**src/design/ssmn_pkg.sv**
```systemverilog
// Shared types and constants for the sparse symmetric matrix norm block.
// No dependencies; ssmn_isqrt and sparse_symmetric_matrix_norm import this package.
package ssmn_pkg;

	localparam int IDX_W   = 10;
	localparam int VAL_W   = 32;
	localparam int SUM_W   = 48;
	localparam int SQ_W    = 64;
	localparam int ROOT_W  = 32;
	localparam int SIZE_W  = 11;
	localparam int CFG_W   = 11;
	localparam int CFG_IW  = 2;

	localparam logic [CFG_IW-1:0] CFG_STORAGE = 2'd0;
	localparam logic [CFG_IW-1:0] CFG_NORM    = 2'd1;
	localparam logic [CFG_IW-1:0] CFG_SIZE    = 2'd2;

	localparam logic [1:0] STORE_GENERAL = 2'd0;
	localparam logic [1:0] STORE_UPPER   = 2'd1;
	localparam logic [1:0] STORE_LOWER   = 2'd2;

	localparam logic NORM_INF  = 1'b0;
	localparam logic NORM_FROB = 1'b1;

	localparam logic [SIZE_W-1:0] SIZE_RESET = 11'd1024;
	localparam logic [SUM_W-1:0]  SUM_MAX    = {SUM_W{1'b1}};
	localparam logic [SQ_W-1:0]   SQ_MAX     = {SQ_W{1'b1}};

	typedef enum logic [2:0] {
		S_IDLE,
		S_ROW,
		S_COL,
		S_SWEEP,
		S_DRAIN,
		S_EMIT
	} state_t;

endpackage

```
**src/design/ssmn_isqrt.sv**
```systemverilog
// Iterative 64-bit integer square root, one result bit per cycle (32 steps).
// Depends on ssmn_pkg for widths.
module ssmn_isqrt (
	input  logic                        clk,
	input  logic                        arst_n,
	input  logic                        start,
	input  logic [ssmn_pkg::SQ_W-1:0]   value,
	output logic                        busy,
	output logic [ssmn_pkg::ROOT_W-1:0] root
);
	import ssmn_pkg::*;

	logic [SQ_W-1:0] x_q, r_q, bit_q;
	logic [SQ_W:0]   trial;

	assign trial = {1'b0, r_q} + {1'b0, bit_q};
	assign busy  = (bit_q != '0);
	assign root  = r_q[ROOT_W-1:0];

	always_ff @(posedge clk or negedge arst_n) begin
		if (!arst_n) begin
			bit_q <= '0;
		end else if (start) begin
			bit_q <= {2'b01, {(SQ_W-2){1'b0}}};
		end else if (busy) begin
			bit_q <= bit_q >> 2;
		end
	end

	always_ff @(posedge clk) begin
		if (start) begin
			x_q <= value;
			r_q <= '0;
		end else if (busy) begin
			if ({1'b0, x_q} >= trial) begin
				x_q <= x_q - trial[SQ_W-1:0];
				r_q <= (r_q >> 1) + bit_q;
			end else begin
				r_q <= r_q >> 1;
			end
		end
	end
endmodule

```
**config.mk**
```make
export PLATFORM = sky130hd
export DESIGN_NAME = ssmn_isqrt
export DESIGN_NICKNAME = d
export VERILOG_FILES = /design/src/design/ssmn_pkg.sv /design/src/design/ssmn_isqrt.sv
export SDC_FILE = /design/constraint.sdc
export NUM_CORES = 1
export LEC_CHECK = 0
export BUFFER_PORTS_ARGS = -buffer_cell sky130_fd_sc_hd__buf_2
export CELL_PAD_IN_SITES_DETAIL_PLACEMENT = 1
export CELL_PAD_IN_SITES_GLOBAL_PLACEMENT = 2
export CORE_ASPECT_RATIO = 1.5
export CORE_MARGIN = 4
export CORE_UTILIZATION = 38
export DETAILED_ROUTE_END_ITERATION = 6
export PLACE_DENSITY_LB_ADDON = 0.1
export SYNTH_ARGS = -nofsm -noshare
export SYNTH_HDL_FRONTEND = slang
export SYNTH_SLANG_ARGS = --single-unit
export TNS_END_PERCENT = 100
```
**constraint.sdc**
```tcl
create_clock -name clk -period 12.57 [get_ports clk]
set_input_delay 2.514 -clock clk [delete_from_list [all_inputs] [get_ports clk]]
set_output_delay 2.514 -clock clk [all_outputs]
set_load 0.1 [all_outputs]
```
==> results of run 1 <==
==> synth_stat cells, types with 6 or more instances <==
cell type / number
nand2_1: 172
o21ai_0: 159
nor2_1: 158
ha_1: 130
a21oi_1: 123
clkbuf_1: 86
xnor2_1: 79
dfxtp_1: 64
edfxtp_1: 64
xor2_1: 62
a31oi_1: 56
nor2b_1: 53
nor3_1: 47
nand4_1: 45
a211oi_1: 43
inv_1: 42
a21o_1: 39
nand3_1: 34
buf_4: 33
dfrtp_1: 32
o21bai_1: 31
nor4_1: 29
or3_1: 23
a311oi_1: 22
o21a_1: 19
and3_1: 17
a31o_2: 14
nand2b_1: 11
mux2i_1: 10
and2_1: 9
o211ai_1: 8
a41oi_1: 7
mux2_2: 6
o31ai_1: 6
o41ai_1: 6
==> logic make-up after synthesis <==
logic type | Yosys count | share of synthesized area
xor+xnor | 141 | 0.0844
compound gates | 592 | 0.260
flops | 160 | 0.273
simple gates | 615 | 0.202
fa+ha+maj | 131 | 0.112
buf+inv | 175 | 0.0563
mux | 16 | 0.0115
==> worst register-to-register path, stage by stage (launching register included) <==
cell	delay (ns)
dfrtp_1	0.41
ha_1	0.34
a31oi_1	0.35
a211oi_1	0.25
a221oi_1	0.80
o211ai_1	0.31
a21oi_1	0.36
o21bai_1	0.23
a21oi_1	0.25
o21bai_1	0.17
a21boi_0	0.50
o21ai_0	0.23
xnor2_1	0.17
ha_1	0.47
nand4_1	0.38
nor4_1	0.61
nand3_1	0.14
o21bai_1	0.14
a31oi_1	0.08
a221o_4	0.61
o21ai_4	0.21
buf_4	0.75
==> cell type report <==
cell class | instances | area, sq um | area share
clock inverters | 10 | 85.1 | 0.00541
repair buffers | 105 | 547 | 0.0348
multi-input cells | 1495 | 9840 | 0.626
well taps | 489 | 612 | 0.0389
clock buffers | 22 | 465 | 0.0296
inverters | 44 | 165 | 0.0105
flip-flops and latches | 160 | 4000 | 0.255
==> path summary, 6_finish.rpt <==
kind	startpoint	end	slack, ns
worst max-delay path	bit_q[2]$_DFFE_PN0P_	x_q[22]$_DFFE_PP_	4.30
worst min-delay path	r_q[0]$_SDFFE_PP0P_	r_q[0]$_SDFFE_PP0P_	0.54
worst max register to register	bit_q[2]$_DFFE_PN0P_	x_q[22]$_DFFE_PP_	4.30
worst min register to register	r_q[0]$_SDFFE_PP0P_	r_q[0]$_SDFFE_PP0P_	0.54
max in group asynchronous	arst_n	bit_q[56]$_DFFE_PN0P_	9.85
min in group asynchronous	arst_n	bit_q[14]$_DFFE_PN0P_	2.18
==> sequential cells by signal, indices dropped and copies added (netlist names) <==
name   count
r_q       64
bit_q     32
x_q       64
==> metal layers <==
| layer | track usage | vias to the layer above | share of wire |
|---|---|---|---|
| li1 | - | 6744 | - |
| met1 | 0.267 | 6840 | 0.40 |
| met2 | 0.485 | 202 | 0.54 |
| met3 | 0.0316 | 88 | 0.026 |
| met4 | 0.104 | 0 | 0.040 |
| met5 | 0 | - | 0 |
==> per-stage QoR <==
step,cell area [sq um],hold WS [ns],setup WS [ns],std cells,util
global route,15700,0.613,3.64,2325,0.415
finish,15700,0.541,4.30,2325,0.415
global placement,15200,0.514,4.50,2293,0.400
CTS,15700,0.544,4.33,2325,0.415
detailed placement,15200,0.535,4.35,2293,0.400
floorplan,14600,0.495,2.35,1830,-
==> power by group <==
part,switching [mW],internal (mW)
logic,1.53,0.866
registers,0.172,0.761
clock network,0.234,0.283
==> results.txt, run 1 <==
Most frequent cells in the layout - nand2_1 (172), o21ai_0 (158), nor2_1 (157)
CTS Buf Count - 17
Startpoint Class - flip-flop
Pwr per Cell Area - 244 mW/mm^2
Worst skew pair latency - 0.46 ns
Worst-path clk slew - 0.07 ns
Ports - 100
Worst path cell trace - ha_1, a31oi_1, a211oi_1, a221oi_1, o211ai_1, a21oi_1, o21bai_1, a21oi_1, o21bai_1, a21boi_0, o21ai_0, xnor2_1, ha_1, nand4_1, nor4_1, nand3_1, o21bai_1, a31oi_1, a221o_4, o21ai_4, buf_4
Diodes inserted - 0
Asr flop ratio synth - 0.200
CTS root buffer - clkbuf_16
CP max FO - 64
PortBufs - 99
Pleak - 6.16 nW
Initial core utilization - 0.386
Drc violations - 0
Final total power - 3.84 mW
Largest cells by area after synthesis - edfxtp_1 (13%), ha_1 (11%), dfxtp_1 (8.8%)
#FFs+latches synth - 160
Die ar. - 0.0418 sq mm
Largest stage delay on the critical path - 0.80 ns
Routed vias/inst - 5.97
# setup viols final - 0
Worst hold path cell count - 2
CP endpoint kind - flip-flop
Hold Buf Count CTS - 0
Critical path's top delay family - compound AO/OA/AOI/OAI gates
Initial antenna violation count - 0
Relative slew slack - 0.206
RD Place Congestion - 0.892
F_max - 121 MHz
Minimum clock period after layout - 8.27 ns
PostCTS Resize Cnt - 0
DRT iter0 DRCs - 666
Final WL - 52500 um
Post-synth cell types - 75
Netlist Area Pre-Place - 0.0146 sq mm
Synth-to-layout area growth - 7.33%
Slowest CP cell - a221oi_1
Register area share after synthesis - 0.273
Vias in the first global route - 14700
Setup TNS - 0 ns
Slew of the pin with the lowest slew margin - 1.16 ns
H-Tree Depth - 4
Clock buffer depth - 2
Slew Viols, Final - 0
Setup bufs post-CTS - 0
Worst Clk Skew - 0.0132 ns
CP Class - flip-flop to flip-flop
Hold Fails Final Rpt - 0
Post-synth EDFFs - 64
Max cap viols - 0
Die Y-Extent - 248 um
First-pass GRT wire length - 81900 um
Yosys top cell by area - edfxtp_1
Worst EP arrival - 8.34 ns
DPL Wire Length - 41100 um
Ratio of cells with drive above 1 in the final layout - 0.0926
# nets final - 2021
Reg2Reg Depth - 21
Ys flop type - edfxtp_1
Synthesized area per cell - 8.00 sq um
Worst path required time - 12.64 ns
Max VDD drop - 0.000115 V
Rows - 87
Global route overflow - 0
Drt pass-1 iters - 4
RSZ-0062 raised after global routing - false
Status - finished clean
Fillers - 4619
Most common cell on crit path - o21bai_1
Core area - 0.0379 sq mm
Die X - 168 um
Maximum number of pins on one net before global-route repair - 78
Commonest non-fill, non-tap cell in the layout - nand2_1
Tightest Hold Check Type - flip-flop to flip-flop
Worst path bufs/invs - 1
CTS tree - built
Post-Syn Nets - 2028
Via count - 13900
Warnings from Yosys - 0
Worst path depth - 21
Fin crit share - 0.658
Total GRT Usage - 0.249
Syn Inst Count - 1830
Sink Count - 160
Final ANT Viol Nets - 0
Post-synth top area share - 0.131
Post-DR wirelength/cell - 22.6 um
Power figures use the tool's default switching activity.
==> inputs of run 2 (changes only) <==
Clock period 12.57 ns to 8.4 ns, I/O delays scaled along.
==> results.txt, run 2 (synthesis results as in run 1) <==
CTS root buffer - clkbuf_16 (unchanged)
Max VDD drop - 0.000191 V (was 0.000115 V)
Initial core utilization - 0.386 (unchanged)
Total GRT Usage - 0.246 (was 0.249)
First-pass GRT wire length - 81400 um (was 81900 um)
Worst-path clk slew - 0.07 ns (about the same)
CTS Buf Count - 17 (unchanged)
Final core occ - 0.420 (was 0.415)
Hold Fails Final Rpt - 0 (unchanged)
CP Class - flip-flop to flip-flop (unchanged)
Worst path cell trace - ha_1, nand4_1, nor4_1, nor2_1, o41ai_1, and4_1, o21ai_0, nand2b_1, a21oi_1, nor2_1, xnor2_1, ha_1, and3_1, a2111oi_0, o221ai_1, a2111oi_0, o211ai_1, a31oi_1, a221o_4, buf_4, o21a_1, nor2_1, a2111oi_1 (was ha_1, a31oi_1, a211oi_1, a221oi_1, o211ai_1, a21oi_1, o21bai_1, a21oi_1, o21bai_1, a21boi_0, o21ai_0, xnor2_1, ha_1, nand4_1, nor4_1, nand3_1, o21bai_1, a31oi_1, a221o_4, o21ai_4, buf_4)
CP endpoint kind - flip-flop (unchanged)
Minimum clock period after layout - 7.70 ns (was 8.27 ns)
Critical path's top delay family - compound AO/OA/AOI/OAI gates (unchanged)
H-Tree Depth - 4 (unchanged)
Most common cell on crit path - nor2_1 (was o21bai_1)
Final WL - 52000 um (was 52500 um)
Global route overflow - 0 (unchanged)
Relative slew slack - 0.336 (was 0.206)
Max cap viols - 0 (unchanged)
Routed vias/inst - 5.97 (about the same)
Combinational share of power - 0.627 (was 0.622)
Seq pwr share - 0.232 (was 0.243)
Worst skew pair latency - 0.45 ns (was 0.46 ns)
RSZ-0062 raised after global routing - false (unchanged)
RD Place Congestion - 0.864 (was 0.892)
Largest stage delay on the critical path - 0.71 ns (was 0.80 ns)
Slowest CP cell - o41ai_1 (was a221oi_1)
Most frequent cells in the layout - nand2_1 (172), o21ai_0 (158), nor2_1 (157) (unchanged)
Drt pass-1 iters - 5 (was 4)
Fin crit share - 0.917 (was 0.658)
# nets final - 2038 (was 2021)
Synth-to-layout area growth - 8.68% (was 7.33%)
Dpl cells - 2310 (was 2293)
Rows - 87 (unchanged)
Diodes inserted - 0 (unchanged)
F_max - 130 MHz (was 121 MHz)
Die Y-Extent - 248 um (unchanged)
Ports - 100 (unchanged)
Sink Count - 160 (unchanged)
Die ar. - 0.0418 sq mm (unchanged)
Maximum number of pins on one net before global-route repair - 91 (was 78)
Post-Layout Cell Count - 2342 (was 2325)
Sw power - 2.91 mW (was 1.93 mW)
Drc violations - 0 (unchanged)
Setup bufs post-CTS - 0 (unchanged)
Worst Clk Skew - 0.0115 ns (was 0.0132 ns)
Pleak - 6.25 nW (was 6.16 nW)
Ratio of cells with drive above 1 in the final layout - 0.101 (was 0.0926)
Pwr per Cell Area - 368 mW/mm^2 (was 244 mW/mm^2)
PostCTS Resize Cnt - 0 (unchanged)
Worst path bufs/invs - 1 (unchanged)
Regs by FF count - r_q: 64 flops, x_q: 64 flops, bit_q: 32 flops (unchanged)
Final ANT Viol Nets - 0 (unchanged)
Clock buffer depth - 2 (unchanged)
Commonest non-fill, non-tap cell in the layout - nand2_1 (unchanged)
Tightest Hold Check Type - flip-flop to flip-flop (unchanged)
Initial antenna violation count - 0 (unchanged)
Post-DR wirelength/cell - 22.2 um (was 22.6 um)
Vias in the first global route - 14600 (was 14700)
Hold Buf Count CTS - 0 (unchanged)
Worst path required time - 8.74 ns (was 12.64 ns)
Switching share of power - 0.497 (was 0.503)
Startpoint Class - flip-flop (unchanged)
Cell-internal power - 2.95 mW (was 1.91 mW)
# setup viols final - 0 (unchanged)
PortBufs - 99 (unchanged)
CP max FO - 32 (was 64)
Slew Viols, Final - 0 (unchanged)
CTS tree - built (unchanged)
Die X - 168 um (unchanged)
Clk network pwr share - 0.142 (was 0.135)
Core area - 0.0379 sq mm (unchanged)
DPL Wire Length - 41000 um (was 41100 um)
Via count - 14000 (was 13900)
Worst EP arrival - 8.04 ns (was 8.34 ns)
Final total power - 5.86 mW (was 3.84 mW)
Status - finished clean (unchanged)
DRT iter0 DRCs - 727 (was 666)
Setup TNS - 0 ns (unchanged)
Slew of the pin with the lowest slew margin - 0.971 ns (was 1.16 ns)
## run 2: cell types whose count changed in the layout (fill, tap and decap cells not counted), sizes merged
cell | previous run | this run
clkinvlp | 1 | 5
inv | 47 | 45
buf | 105 | 122
clkbuf | 22 | 18
bufinv | 1 | 3
## run 2: per-stage QoR
step | hold slack, ns | area (sq um) | setup WS, ns
2_1_floorplan | 0.495 | 14600 | 1.14
3_3_place_gp | 0.510 | 15300 | 0.938
3_5_place_dp | 0.528 | 15300 | 0.726
4_1_cts | 0.538 | 15900 | 0.682
5_1_grt | 0.586 | 15900 | 0.132
6_report | 0.532 | 15900 | 0.701
## run 2: cell type report
type | instances | area (sq um)
fillers | 4604 | 22000
multi-input cells | 1495 | 9840
flip-flops and latches | 160 | 4000
repair buffers | 122 | 699
well taps | 489 | 612
clock buffers | 18 | 429
clock inverters | 14 | 166
inverters | 44 | 165
## run 2: power groups by stage
stage                     sequential [mW]  clock [mW]  combinational (mW)
after floorplan                      1.26           0                2.84
after detailed placement             1.37           0                3.66
after global routing                 1.38       0.883                4.05
final                                1.36       0.831                3.67
after global placement               1.37           0                3.61
after CTS                            1.36       0.851                3.69
## run 2: path summary, 6_finish.rpt
path,cells past startpoint,endpoint,slack (ns),startpoint
worst max-delay path,23,r_q[58]$_SDFFE_PP0P_,0.70,r_q[8]$_SDFFE_PP0P_
worst min-delay path,2,r_q[0]$_SDFFE_PP0P_,0.53,r_q[0]$_SDFFE_PP0P_
min in group asynchronous,1,bit_q[30]$_DFFE_PN0P_,1.35,arst_n
max in group asynchronous,1,bit_q[54]$_DFFE_PN0P_,6.49,arst_n
worst min register to register,2,r_q[0]$_SDFFE_PP0P_,0.53,r_q[0]$_SDFFE_PP0P_
worst max register to register,23,r_q[58]$_SDFFE_PP0P_,0.70,r_q[8]$_SDFFE_PP0P_
## run 2: worst min-delay path: cells and delay by family, from the launching register on
kind / cells / cell delay (ns)
DFF: 1 / 0.33
AOI/OAI and AO/OA: 1 / 0.05
and+or+nand+nor: 1 / 0.11
## run 2: metal layers
layer / global-route usage / routed length (um)
met5: 0 / 0
met3: 0.0240 / 943
met1: 0.273 / 21300
met2: 0.486 / 28300
met4: 0.0795 / 1460
==> inputs of run 3 (changes only) <==
Settings changed: GPL_ROUTABILITY_DRIVEN set to 0, REMOVE_ABC_BUFFERS set to 1.
==> results.txt, run 3 (synthesis results as in run 1) <==
Final WL - 50800 um (was 52000 um)
CP endpoint kind - flip-flop (unchanged)
Worst path required time - 8.53 ns (was 8.74 ns)
Worst EP arrival - 7.73 ns (was 8.04 ns)
Minimum clock period after layout - 7.61 ns (was 7.70 ns)
DRT iter0 DRCs - 613 (was 727)
Diodes inserted - 0 (unchanged)
CTS root buffer - clkbuf_16 (unchanged)
Pwr per Cell Area - 367 mW/mm^2 (was 368 mW/mm^2)
Final total power - 5.80 mW (was 5.86 mW)
Most frequent cells in the layout - nand2_1 (172), o21ai_0 (158), nor2_1 (157) (unchanged)
Core area - 0.0379 sq mm (unchanged)
# setup viols final - 0 (unchanged)
Rows - 87 (unchanged)
Synth-to-layout area growth - 7.91% (was 8.68%)
Tightest Hold Check Type - flip-flop to flip-flop (unchanged)
Fillers - 4690 (was 4604)
Initial core utilization - 0.386 (unchanged)
Max cap viols - 0 (unchanged)
Fin area - 0.0158 sq mm (was 0.0159 sq mm)
Sink Count - 160 (unchanged)
Regs by FF count - r_q: 64 flops, x_q: 64 flops, bit_q: 32 flops (unchanged)
Ports - 100 (unchanged)
CP Class - flip-flop to flip-flop (unchanged)
Worst Clk Skew - 0.0101 ns (was 0.0115 ns)
PortBufs - 99 (unchanged)
Die X - 168 um (unchanged)
RSZ-0062 raised after global routing - false (unchanged)
Max VDD drop - 0.000299 V (was 0.000191 V)
Final ANT Viol Nets - 0 (unchanged)
FF/Latch Area - 0.00400 sq mm (unchanged)
CTS Buf Count - 17 (unchanged)
Worst path cell trace - ha_1, and2_4, and3_4, a221o_1, a311o_1, a41o_1, a31o_1, a31o_2, a221o_1, a21oi_1, nor2b_1, xnor2_1, ha_1, and3_1, nand3_1, nor4_1, nand3_1, o21bai_1, a31oi_1, a221o_4, o21ai_4, buf_4 (was ha_1, nand4_1, nor4_1, nor2_1, o41ai_1, and4_1, o21ai_0, nand2b_1, a21oi_1, nor2_1, xnor2_1, ha_1, and3_1, a2111oi_0, o221ai_1, a2111oi_0, o211ai_1, a31oi_1, a221o_4, buf_4, o21a_1, nor2_1, a2111oi_1)
Setup bufs post-CTS - 0 (unchanged)
Slowest CP cell - o21ai_4 (was o41ai_1)
CTS tree - built (unchanged)
Routed vias/inst - 5.94 (was 5.97)
Setup TNS - 0 ns (unchanged)
Multi-input gate area - 0.00984 sq mm (unchanged)
Fin crit share - 0.905 (was 0.917)
Status - finished clean (unchanged)
Initial antenna violation count - 0 (unchanged)
Maximum number of pins on one net before global-route repair - 132 (was 91)
Global route overflow - 0 (unchanged)
Total GRT Usage - 0.241 (was 0.246)
Post-DR wirelength/cell - 21.8 um (was 22.2 um)
Commonest non-fill, non-tap cell in the layout - nand2_1 (unchanged)
Slew of the pin with the lowest slew margin - 0.961 ns (was 0.971 ns)
Drt pass-1 iters - 5 (unchanged)
Ratio of cells with drive above 1 in the final layout - 0.0972 (was 0.101)
Slew Viols, Final - 0 (unchanged)
Pleak - 6.19 nW (was 6.25 nW)
Vias in the first global route - 14500 (was 14600)
F_max - 131 MHz (was 130 MHz)
First-pass GRT wire length - 79600 um (was 81400 um)
H-Tree Depth - 4 (unchanged)
Worst skew pair latency - 0.46 ns (was 0.45 ns)
Worst-path clk slew - 0.07 ns (about the same)
Hold Fails Final Rpt - 0 (unchanged)
Clock buffer depth - 2 (unchanged)
Hold Buf Count CTS - 0 (unchanged)
Drc violations - 0 (unchanged)
Relative slew slack - 0.342 (was 0.336)
Cell area after placement - 0.0152 sq mm (was 0.0153 sq mm)
Via count - 13800 (was 14000)
# nets final - 2026 (was 2038)
CP max FO - 25 (was 32)
Largest stage delay on the critical path - 0.73 ns (was 0.71 ns)
Startpoint Class - flip-flop (unchanged)
Die Y-Extent - 248 um (unchanged)
DPL Wire Length - 39800 um (was 41000 um)
PostCTS Resize Cnt - 0 (unchanged)
Die ar. - 0.0418 sq mm (unchanged)
-- run 3: final timing paths --
path / start / endpoint / slack (ns) / depth (start not counted)
setup reg to reg: r_q[28]$_SDFFE_PP0P_ / x_q[49]$_DFFE_PP_ / 0.79 / 22
setup / recovery: r_q[28]$_SDFFE_PP0P_ / x_q[49]$_DFFE_PP_ / 0.79 / 22
hold reg to reg: r_q[0]$_SDFFE_PP0P_ / r_q[0]$_SDFFE_PP0P_ / 0.55 / 2
max in group asynchronous: arst_n / bit_q[46]$_DFFE_PN0P_ / 6.59 / 1
min in group asynchronous: arst_n / bit_q[8]$_DFFE_PN0P_ / 1.29 / 1
hold / removal: r_q[0]$_SDFFE_PP0P_ / r_q[0]$_SDFFE_PP0P_ / 0.55 / 2
-- run 3: layer usage --
metal  up-vias  global-route usage  part of all wire
li1       6768                   -                 -
met1      6765               0.251              0.39
met2       207               0.480              0.55
met3        97              0.0267             0.022
met4         0               0.106             0.042
met5         -                   0                 0
-- run 3: power by group --
group          total [mW]  switching [mW]  internal (mW)  leakage [nW]
logic                3.59            2.28           1.32          4.29
registers            1.39           0.247           1.14          1.62
clock network       0.816           0.389          0.427         0.284
-- run 3: layout make-up --
| class | count | area share |
|---|---|---|
| Inverter | 44 | 0.0105 |
| Multi-Input combinational cell | 1495 | 0.623 |
| Sequential cell | 160 | 0.253 |
| Clock inverter | 14 | 0.00919 |
| Clock buffer | 18 | 0.0278 |
| Timing Repair Buffer | 110 | 0.0378 |
| Tap cell | 489 | 0.0387 |
-- run 3: critical path, delay by kind of cell, from the launching register on --
family	cells	cell delay, ns
AO/OA/AOI/OAI	11	3.35
flip-flops	1	0.63
adder cells (fa/ha/maj)	2	0.72
XOR/XNOR	1	0.36
buffers and inverters	1	0.44
AND/OR/NAND/NOR	7	1.72
-- run 3: through the flow --
stage	setup WS (ns)	std cells	hold WS, ns	util
after CTS	0.752	2330	0.543	0.417
after floorplan	-2.77	1699	0.506	-
after global routing	0.137	2330	0.563	0.417
after detailed placement	0.761	2298	0.536	0.402
after global placement	0.803	2298	0.514	0.402
final	0.794	2330	0.547	0.417
